## config.mk

```make
export PLATFORM = sky130hd
export DESIGN_NAME = metf_mul
export DESIGN_NICKNAME = d
export VERILOG_FILES = /design/src/rtl/metf_mul.sv
export SDC_FILE = /design/constraint.sdc
export NUM_CORES = 2
export LEC_CHECK = 0
export BUFFER_PORTS_ARGS = -buffer_cell sky130_fd_sc_hd__buf_2
export CELL_PAD_IN_SITES_DETAIL_PLACEMENT = 0
export CELL_PAD_IN_SITES_GLOBAL_PLACEMENT = 1
export CORE_ASPECT_RATIO = 0.7
export CORE_MARGIN = 4
export CORE_UTILIZATION = 45
export CTS_BUF_LIST = sky130_fd_sc_hd__clkbuf_8
export CTS_CLUSTER_SIZE = 30
export DETAILED_ROUTE_END_ITERATION = 6
export GPL_TIMING_DRIVEN = 0
export PLACE_DENSITY = 0.8
export SKIP_CTS_REPAIR_TIMING = 1
export SYNTH_ARGS = -nofsm -noshare
export SYNTH_HDL_FRONTEND = slang
export SYNTH_SLANG_ARGS = --single-unit
export TNS_END_PERCENT = 5
```

## constraint.sdc

```tcl
create_clock -name clk_i -period 9.28 [get_ports clk_i]
set_clock_uncertainty 0.15 [all_clocks]
set_input_delay 0.928 -clock clk_i [delete_from_list [all_inputs] [get_ports clk_i]]
set_output_delay 0.928 -clock clk_i [all_outputs]
set_load 0.02 [all_outputs]
```

## src/rtl/metf_mul.sv

```systemverilog
// Shared signed multiplier with registered product.
`timescale 1ns / 1ps
`default_nettype none

module metf_mul (
  input  logic               clk_i,
  input  logic               en_i,
  input  logic signed [32:0] a_i,
  input  logic signed [32:0] b_i,
  output logic signed [65:0] p_o
);

  logic signed [65:0] p_q;

  // Product holds while disabled
  always_ff @(posedge clk_i) begin
    if (en_i) begin
      p_q <= a_i * b_i;
    end
  end

  assign p_o = p_q;

endmodule

`default_nettype wire

```

After elaboration in Yosys (flattened, before gate mapping)
Index checks and enable logic that the tools add are counted.
Widths: inputs -> output; s select.
- bits in registers: 66
- input bits: 68
- output and inout bits: 66
- word-level logic and storage cells: 2
- $mul: 1
- operators with widths (cell ; count):
    $mul 33x33->66 ; 1

Longest topological paths before layout
- depth in word-level cells: 1
- mapped depth: 27
- gate-level depth less buffers: 26

Worst setup path after synthesis
No wires, ideal clock.
- path kind: input -> register
- start: input a_i[32]
- end: register p_q[62] (netlist: p_o[62]), data pin
- arrival: 8.024 ns
- path slack: 0.837 ns
- stages: 23
- path through: clkbuf_1 > nand2_1 > inv_1 > fa_1 > fa_1 > fa_1 > fa_1 > fa_1 > fa_1 > fa_1 > inv_1 > fa_1 > inv_1 > ha_1 > clkbuf_1 > and3_1 > nand3_1 > nand2b_1 > a2111oi_4 > a211oi_4 > a21o_2 > a211oi_2 > a211oi_2
- longest elaborated chain between the ends: 1
- RTL lines (what ; RTL line ; text):
    from (decl) ; 8 ; input logic signed [32:0] a_i,
    $mul 33x33->66 ; 18 ; p_q <= a_i * b_i;
    to (signal assigned) ; 18 ;
    to (decl) ; 13 ; logic signed [65:0] p_q;
No other way between the ends.
A chain may end at the register's enable or synchronous reset.

Worst setup path after layout
- start: input b_i[29]
- end: register p_q[58] (netlist: p_o[58]), data pin
- longest elaborated chain between the ends: 1
- RTL lines (what ; RTL line ; text):
    from (decl) ; 9 ; input logic signed [32:0] b_i,
    $mul 33x33->66 ; 18 ;
No other way between the ends.

==> out/qor.yml <==
layout_common_cells: "fa_1, inv_1, and2_1"
yosysUniqueCellTypes: 80
final_common_cell: "fa_1"
cts_made_buffers: 9
worst_path_largest_cell_delay_ps: 930
regArea_mm2: 0.001982
drtIter0Drc: 3592
syn_nets: 5768
synth_top_family_by_area: "adder cells"
core_mm2: 0.09059
crit_chain: "buf_2, clkdlybuf4s15_1, nand2_1, fa_1, fa_1, fa_1, fa_1, fa_1, fa_1, fa_1, fa_1, inv_1, ha_1, buf_2, and4_1, buf_2, nand3_1, nand2b_1, a2111oi_4, a211oi_4, a21oi_2, nor4b_2, a311oi_1"
max_freq_mhz: 109.8
syn_to_final_growth_pct: 6.619
die_area_mm2: 0.09698
portBuffers: 133
cp-end-kind: "flop"
cts_sinks: 66
slew_viol_final: 0
setup_violations: 0
ios: 134
vias_per_cell: 5.395
syn_area_per_cell_um2: 9.542
syn-cell-area_mm2: 0.04139
drive_above_1_share_pct: 6.498
worstMarginPinSlew_ps: 1332
path_common_cell: "fa_1"
finalCritPeriodShare_pct: 98.16
cts_tree: "yes"
place_ws_ps: -1324
synth_xor_area_share_pct: 1.439
grt_start_max_net_pins: 66
hold_path_class: "input port to flop"
synth_top_area_share_pct: 55.37
async_flop_share_pct: 0
worstPathArrival_ps: 9160
slew_headroom_pct: 11.18
clockBufferDepth: 2
critPathRequiredTime_ps: 9330
synth_ff_type: "edfxtp_1"
drt-total-wl_um: 160600
fillers: 8742
final_antenna_net_count: 0
die_h_um: 261.8
wire_per_inst_um: 28.01
place.gp.congestion: 1.067
synth_cells: 4338
synth_compound_area_share_pct: 4.002
hold_viol: 0
synth-adder-area-share_pct: 61.93
grt-ovfl-total: 0
critPathLaunchType: "input port"
grt_first_pass_wirelength_um: 233500
die_x_um: 370.5
multi_input_area_mm2: 0.03434
rsz0062_at_grt: "yes"
antenna_found_initial: 15
firstDrtPassIters: 6
maxCapViolCount: 0
synth_seq_cells: 66
post-route-drc-count: 0
synth-simple-area-share_pct: 15.53
num_vias: 30940
synthTopCellsByArea: "fa_1, inv_1, and2_1"
largest_reg_flops: 66
synthMuxAreaShare_pct: 0
cts_max_level: 3
grt.total_usage_pct: 34.29
yosysTopAreaCell: "fa_1"
worst_slack_ps: 170.8
root_buffer: "clkbuf_8"
ys_seq_area_share_pct: 4.788
fin_nets: 5934
synth-edff-count: 66
cp_slowest_cell: "clkdlybuf4s15_1"
row_count: 92
dp_hpwl_um: 136600
ys_warn_count: 0
start_util_pct: 45.69
grt_pass1_vias: 32440
clkTransAtPathRegs_ps: 80
status: "finished clean"
critPathMaxFanout: 10
setup.worst_path.class: "input port to flop"
finalCriticalPeriod_ps: 9109
## cell type report
cell class                 count  area share [%]
antenna                        5         0.02835
buffer                       220           2.129
clock buffer                   9          0.2807
clock inverter                 7          0.1389
inverter                    1131           9.636
multi-input combinational   2920           77.80
sequential                    66           4.491
tap                         1222           3.464
timing repair buffer         156           2.035
## cells in the mapped netlist (8+ instances only)
master,number
nor2_1,68
inv_1,1131
nand3_1,25
xor2_1,25
a31oi_1,8
and2_1,562
nand2b_1,12
ha_1,217
buf_2,11
a21oi_1,57
fa_1,1145
nand2_1,551
clkbuf_1,208
o21ai_0,25
edfxtp_1,66
o21bai_1,11
a21o_1,36
nand4_1,11
xnor2_1,43
## stage by stage
step	setup TNS (ps)	util, %	area [um^2]	instances	hold WS, ps
2_1_floorplan	0	-	41390	4338	890.5
3_3_place_gp	-17300	48.12	43590	5693	1221
3_5_place_dp	-16720	48.15	43620	5694	1020
4_1_cts	-9522	48.35	43800	5710	578.7
5_1_grt	-6.143	48.71	44120	5732	593.9
6_report	0	48.72	44130	5736	608.0
## critical path, delay by kind of cell
kind,cells,cell delay (ps)
AOI/OAI and AO/OA,4,1040
adders and majority gates,9,4690
buffers and inverters,5,1590
and+or+nand+nor,5,900
## layer usage
metal / part of all wire (%) / up-vias / GRT usage, %
met5: 0.53 / - / 2.909
met2: 36 / 2180 / 41.80
met3: 21 / 273 / 25.33
met1: 40 / 15720 / 47.61
met4: 2.7 / 18 / 7.217
li1: - / 12760 / -
## final timing paths
kind | from | to | cells past startpoint
max | b_i[29] | p_o[58] | 23
min | en_i | p_o[63] | 1
## cell families after synthesis
group           count (synthesis)
fa+ha+maj                    1362
buf+inv                      1352
simple gates                 1271
compound gates                219
xor+xnor                       68
flops                          66
Power is left out: the tool's default activity adds up to more than one toggle a clock period on the data nets, which glitch-free logic cannot reach.
