$ cat src/rtl/metf_pkg.sv
// Types and constants of the encoder feedback tracker.
`timescale 1ns / 1ps
`default_nettype none

package metf_pkg;

  // Input op codes
  localparam logic OP_FEEDBACK = 1'b0;
  localparam logic OP_SETUP    = 1'b1;

  // Configuration register indexes
  localparam int CFG_IDX_W  = 2;
  localparam int CFG_DATA_W = 24;
  localparam logic [CFG_IDX_W-1:0] CFG_COUNTS_PER_REV    = 2'd0;
  localparam logic [CFG_IDX_W-1:0] CFG_DEGREES_PER_COUNT = 2'd1;
  localparam logic [CFG_IDX_W-1:0] CFG_BASE_CAN_ID       = 2'd2;

  localparam logic [15:0] CPR_RESET  = 16'd8192;
  localparam logic [23:0] DPC_RESET  = 24'd737280;
  localparam logic [10:0] BASE_RESET = 11'd513;

  // Unwrap edges
  localparam logic [12:0] EDGE_HIGH = 13'd7000;
  localparam logic [12:0] EDGE_LOW  = 13'd1000;

  // Gear ratio division by reciprocal: q = (v * RECIP) >> SHIFT, exact for v < 2**24
  localparam logic [23:0] ROUND19  = 24'd9;
  localparam logic [23:0] ROUND36  = 24'd18;
  localparam logic [31:0] RECIP19  = 32'd28256364;
  localparam logic [31:0] RECIP36  = 32'd29826162;
  localparam int          SHIFT19  = 29;
  localparam int          SHIFT36  = 30;

  // Wrap to one turn: 360 deg Q.16 = 45 << 19, residue mod 45 by reciprocal
  localparam logic signed [24:0] HALF_TURN_Q16 = 25'sd11796480;
  localparam logic [5:0]  MOD_DIV    = 6'd45;
  localparam logic [30:0] MOD_OFFSET = 31'd536870925;  // 45 * 11930465, keeps value positive
  localparam logic [31:0] RECIP45    = 32'd3054198967;
  localparam int          SHIFT45    = 37;
  localparam int          FRAC_W     = 19;

  typedef enum logic [1:0] {
    KIND_UNKNOWN = 2'd0,
    KIND_DIRECT  = 2'd1,
    KIND_RATIO19 = 2'd2,
    KIND_RATIO36 = 2'd3
  } metf_kind_e;

  typedef enum logic [3:0] {
    S_IDLE,
    S_READ,
    S_UNWRAP,
    S_ANGLE,
    S_TOTAL,
    S_WRAP,
    S_DIV,
    S_RECIP,
    S_QMUL,
    S_FINISH
  } metf_state_e;

  typedef struct packed {
    logic [12:0] pos;
    logic [31:0] cnt;
  } metf_fb_rec_t;

  typedef struct packed {
    metf_kind_e  kind;
    logic [31:0] zero;
  } metf_set_rec_t;

endpackage

`default_nettype wire

$ cat src/rtl/metf_store.sv
// Per-slot state memories with valid bits; unwritten slots read as zero.
`timescale 1ns / 1ps
`default_nettype none

module metf_store #(
  parameter int NSLOTS = 33,
  parameter int SLOT_W = 6
) (
  input  logic                    clk_i,
  input  logic                    rst_ni,
  input  logic                    rd_en_i,
  input  logic [SLOT_W-1:0]       rd_addr_i,
  input  logic                    fb_we_i,
  input  logic [SLOT_W-1:0]       fb_addr_i,
  input  metf_pkg::metf_fb_rec_t  fb_data_i,
  input  logic                    set_we_i,
  input  logic [SLOT_W-1:0]       set_addr_i,
  input  metf_pkg::metf_set_rec_t set_data_i,
  output metf_pkg::metf_fb_rec_t  fb_data_o,
  output metf_pkg::metf_set_rec_t set_data_o
);

  metf_pkg::metf_fb_rec_t  fb_mem  [NSLOTS];
  metf_pkg::metf_set_rec_t set_mem [NSLOTS];
  metf_pkg::metf_fb_rec_t  fb_rd_q;
  metf_pkg::metf_set_rec_t set_rd_q;
  logic [NSLOTS-1:0]       fb_vld_q;
  logic [NSLOTS-1:0]       set_vld_q;
  logic                    fb_hit_q;
  logic                    set_hit_q;

  always_ff @(posedge clk_i) begin
    if (fb_we_i) begin
      fb_mem[fb_addr_i] <= fb_data_i;
    end
    if (set_we_i) begin
      set_mem[set_addr_i] <= set_data_i;
    end
    if (rd_en_i) begin
      fb_rd_q  <= fb_mem[rd_addr_i];
      set_rd_q <= set_mem[rd_addr_i];
    end
  end

  always_ff @(posedge clk_i or negedge rst_ni) begin
    if (!rst_ni) begin
      fb_vld_q  <= '0;
      set_vld_q <= '0;
      fb_hit_q  <= 1'b0;
      set_hit_q <= 1'b0;
    end else begin
      if (fb_we_i) begin
        fb_vld_q[fb_addr_i] <= 1'b1;
      end
      if (set_we_i) begin
        set_vld_q[set_addr_i] <= 1'b1;
      end
      if (rd_en_i) begin
        fb_hit_q  <= fb_vld_q[rd_addr_i];
        set_hit_q <= set_vld_q[rd_addr_i];
      end
    end
  end

  assign fb_data_o  = fb_hit_q  ? fb_rd_q  : '0;
  assign set_data_o = set_hit_q ? set_rd_q : '0;

endmodule

`default_nettype wire

$ cat config.mk
export PLATFORM = sky130hd
export DESIGN_NAME = metf_store
export DESIGN_NICKNAME = d
export VERILOG_FILES = /design/src/rtl/metf_pkg.sv /design/src/rtl/metf_store.sv
export SDC_FILE = /design/constraint.sdc
export NUM_CORES = 2
export LEC_CHECK = 0
export BUFFER_PORTS_ARGS = -buffer_cell sky130_fd_sc_hd__buf_4
export CAP_MARGIN = 40
export CORE_MARGIN = 2
export CORE_UTILIZATION = 30
export DETAILED_ROUTE_END_ITERATION = 6
export GPL_ROUTABILITY_DRIVEN = 0
export PLACE_DENSITY = 0.45
export SYNTH_ARGS = -nofsm -noshare
export SYNTH_HDL_FRONTEND = slang
export SYNTH_SLANG_ARGS = --single-unit
$ cat constraint.sdc
create_clock -name clk_i -period 2.1 [get_ports clk_i]
set_input_delay 0.21 -clock clk_i [delete_from_list [all_inputs] [get_ports clk_i]]
set_output_delay 0.21 -clock clk_i [all_outputs]
set_load 0.02 [all_outputs]
Word-level counts from Yosys, hierarchy flattened:

Memory sizes are Yosys's and may differ from the RTL's. A register that Yosys moved wholly into a read port is not among the register bits.
Cells that the tools add are included.

* memory bits (writable): 2607
* flip-flop bits (word level): 68
* memories: 2

* reduce and logical (&&, ||, !) cells: 2
* muxes and demuxes: 14
* $lt $le $gt $ge: 5
* bitwise logic cells: 2

Memories
* fb_mem: depth 33, bits a word 45, rd ports 1, clocked after memory_dff 1, write ports 1, RTL line metf_store.sv:23 `metf_pkg::metf_fb_rec_t fb_mem [NSLOTS];`
* set_mem: depth 33, bits a word 34, rd ports 1, clocked after memory_dff 1, write ports 1, RTL line metf_store.sv:24 `metf_pkg::metf_set_rec_t set_mem [NSLOTS];`

Operators with widths (number)
* $or A33 B33 Y33: 2
* $mux W45: 1
* $mux W34: 1
* $lt A6 B7 Y1 const B: 3
* $bmux W1 S6: 2
* $demux W1 S6: 2
* $ge A6 B1 Y1 const B: 2
* $mux W1: 8
* $logic_and A1 B1 Y1: 2

Longest topological paths before layout:

* depth after elaboration: 5
* depth in mapped cells: 10

Worst setup path before layout:

No wires, ideal clock.

* path type: input -> register
* start: input fb_we_i
* end: register fb_vld_q[32]
* library setup time: 0.093 ns
* arrival: 5.802 ns
* buffers on the path: 0
* required time: 2.007 ns
* setup slack: -3.796 ns
* stages on the path: 4
* path through: nor2b_1 nand2_1 nor4b_1 or2_2

RTL lines
* start: declaration: RTL line metf_store.sv:13 `input logic fb_we_i,`
* end signal: assignment: RTL line metf_store.sv:47 `fb_vld_q <= '0;`
* end signal: indexed assignment: RTL line metf_store.sv:53 `fb_vld_q[fb_addr_i] <= 1'b1;`
* end: declaration: RTL line metf_store.sv:27 `logic [NSLOTS-1:0] fb_vld_q;`

==> results.py <==
metrics = {
    "yosys": {
        "seq_area_frac_synth_pct": 78.4,
        "yosysTopAreaCell": "edfxtp_1",
        "synth_most_common_cell": "edfxtp_1",
        "synth_commonest_cells": "edfxtp_1 (2686), mux4_2 (538), mux2i_1 (253)",
        "synth-seq-cells": 2754,
        "ys_warn_count": 0,
        "yosysUniqueCellTypes": 43,
        "synthCells": 4708,
        "synth-async-reset-ratio_pct": 2.47,
        "syn_nets": 4810,
        "synth_top_flop_cell": "edfxtp_1",
        "synth.top_cell.area_share_pct": 76.8,
        "syn_area_per_cell_sq_um": 22.3,
        "syn-cell-area_sq_um": 105000,
        "synth-edff-count": 2686,
        "synth_area_leaders": "edfxtp_1 (77%), mux4_2 (12%), mux2i_1 (2.4%)",
    },
    "route": {
        "routed_wl_um": 320000,
        "drt-initial-drc-count": 5209,
        "drt-wirelength-per-cell_um": 30.8,
        "vias": 52800,
        "ant_nets": 0,
        "drt-pass1-iter-count": 5,
        "viasPerCell": 5.07,
        "drcViolationCount": 0,
    },
    "global_route": {
        "gr-usage-met2_pct": 28.6,
        "grt_use_met3_pct": 2.62,
        "busiest_layer": "met2",
        "antenna_found_initial": 31,
        "grt_use_total_pct": 17.8,
        "overflow": 0,
        "grt_pass1_wl_um": 444000,
        "grt_pass1_vias": 54400,
        "grt_max_degree": 44,
        "grt_use_met1_pct": 25.7,
    },
    "setup_path": {
        "crit_path_end_kind": "output port",
        "path_max_fanout": 6,
        "r2r_start": "fb_mem[14][32]",
        "max_stage_delay_ps": 550,
        "worstSetupStartpointType": "flip-flop",
        "rrSetupSlack_ps": 60,
        "cp_slowest_cell": "dfrtp_4",
        "crit_type": "reg2out",
        "cp_data_required_time_ps": 1890,
        "path_cells": "buf_12 > buf_8 > and2_4 > buf_6",
        "reg2reg_depth": 4,
        "r2r_end": "fb_rd_q[32]",
        "crit_arrival_ps": 2000,
    },
    "clock_network": {
        "cts_tree": "built",
        "clk_pin_slew_ps": 60,
        "h-tree-depth": 5,
        "root_buffer": "clkbuf_16",
        "cts_made_buffers": 299,
        "cts.path.max_buffers": 4,
        "cts_sinks": 2754,
        "clkLatencyLatePin_ps": 860,
    },
    "finish": {
        "syn2layout_area_growth_pct": 23.1,
        "drive_above_1_share_pct": 34.6,
        "final_cells": 10400,
        "nets": 5675,
        "final_util_pct": 37.0,
        "final.fill_count": 31600,
    },
    "run": {
        "maxCapViolCount": 0,
    },
    "floorplan": {
        "core_area_sq_um": 349000,
        "initial_core_util_pct": 30.1,
        "io_pins": 181,
        "die_y_um": 596,
        "die_w_um": 596,
        "core.rowCount": 217,
        "die_area_sq_um": 355000,
    },
    "sta": {
        "hold_violations": 0,
        "slew_headroom_pct": 32.3,
        "setup_violations": 73,
        "fin_crit_sh_pct": 105,
        "layout_setup_ws_ps": -106,
        "fmax_mhz": 453,
        "period_needed_ps": 2210,
        "slew_violations": 0,
        "tightestPinTransition_ps": 1010,
        "clock_skew_ps": 37.3,
        "rsz0062_at_grt": "yes",
        "whs_ps": 81.1,
    },
    "run_status": {
        "violations": "negative setup slack",
        "status": "finished, violations left",
    },
    "min_path": {
        "hold_path_startpoint": "set_addr_i[0]",
        "hold_path_depth": 3,
        "hold_class": "in2reg",
        "min_to": "set_mem[28][31]",
    },
    "place": {
        "dp_cells": 9764,
        "dp_hpwl_um": 192000,
        "port-buffer-count": 180,
    },
    "power_and_ir_drop": {
        "p_per_area_nw_per_um2": 925,
        "leakagePower_nw": 41.7,
        "irDropWorstVdd_v": 0.000629,
        "power_mw": 120,
    },
}
cell usage in the layout, fill, tap and decap left out, drive strengths merged, types with 8 or more instances in the layout:
cell type | Yosys | layout
mux2 | 121 | 121
o41ai | 8 | 8
a211oi | 18 | 18
nand3 | 10 | 10
nor3 | 66 | 66
clkinvlp | 0 | 9
dfrtp | 68 | 68
nand2 | 33 | 33
mux2i | 253 | 253
o22ai | 23 | 23
clkinv | 0 | 120
clkbuf | 127 | 369
a221oi | 106 | 106
mux4 | 538 | 538
and2 | 80 | 80
nand2b | 8 | 8
diode | 0 | 11
a22o | 18 | 18
o31ai | 9 | 9
nor2 | 80 | 80
edfxtp | 2686 | 2686
bufinv | 0 | 23
dlygate4sd3 | 0 | 96
buf | 140 | 734
o221ai | 116 | 116
nor2b | 86 | 86
a2111oi | 16 | 16
or2 | 65 | 65
logic make-up after synthesis:
group / after synthesis / share of synthesized area (%)
AOI/OAI and AO/OA: 329 / 2.66
muxes: 912 / 15.2
DFF: 2754 / 78.4
buffers and inverters: 268 / 1.36
and+or+nand+nor: 445 / 2.31
state kept, by name (all words and copies together), names as in the netlist:
register,cells
set_hit_q,1
set_rd_q,34
set_mem,1122
fb_vld_q,33
fb_mem,1485
fb_rd_q,45
fb_hit_q,1
set_vld_q,33
metrics by stage:
stage               setup TNS, ps  area, sq um  worst slack [ps]
global route                -9650       129000              -159
global placement           -30720       118000              -609
CTS                        -11620       129000              -180
finish                      -4680       129000              -106
floorplan                 -166420       105000              -611
detailed placement         -31630       118000              -567
repair_timing:
action	4_1_cts	5_1_grt
gates resized for setup	92	4
hold endpoints to repair	2804	0
pin swaps	0	1
setup buffers	4	5
hold buffers	97	0
gates cloned	1	1
endpoints found under the setup margin	81	188
critical path: cells and delay by family, from the launching register on:
family                 cells  cell delay, ps
and+or+nand+nor            1             130
DFF                        1             550
buffers and inverters      3             440
power by group:
group	switching, mW	leakage [nW]	internal [mW]
logic	3.80	12.1	3.06
registers	0.346	25.1	61.1
clock network	21.4	4.60	29.9
metal layers:
| layer | wire length, um | up-vias |
|---|---|---|
| met3 | 16600 | 382 |
| met4 | 5390 | 22 |
| met2 | 152000 | 1531 |
| met1 | 147000 | 29200 |
| li1 | - | 21700 |
| met5 | 136 | - |
layout make-up:
class | instances | area [sq um] | area share (%)
well taps | 4599 | 5750 | 4.45
flip-flops and latches | 2754 | 82400 | 63.7
repair buffers | 831 | 9740 | 7.54
clock inverters | 158 | 1350 | 1.04
clock buffers | 368 | 8040 | 6.22
diodes | 11 | 27.5 | 0.0213
inverters | 1 | 3.75 | 0.00290
multi-input cells | 1686 | 22000 | 17.0
how the worst max path moves through the flow:
| stage | from | end | depth (start not counted) |
|---|---|---|---|
| global route | set_hit_q | set_data_o[10] | 4 |
| finish | set_hit_q | set_data_o[10] | 4 |
| CTS | set_hit_q | set_data_o[10] | 4 |
| floorplan | fb_addr_i[3] | fb_mem[2][0] | 3 |
| global placement | rd_addr_i[2] | fb_rd_q[39] | 8 |
| detailed placement | rd_addr_i[2] | fb_rd_q[39] | 8 |
Power figures use the tool's default switching activity.
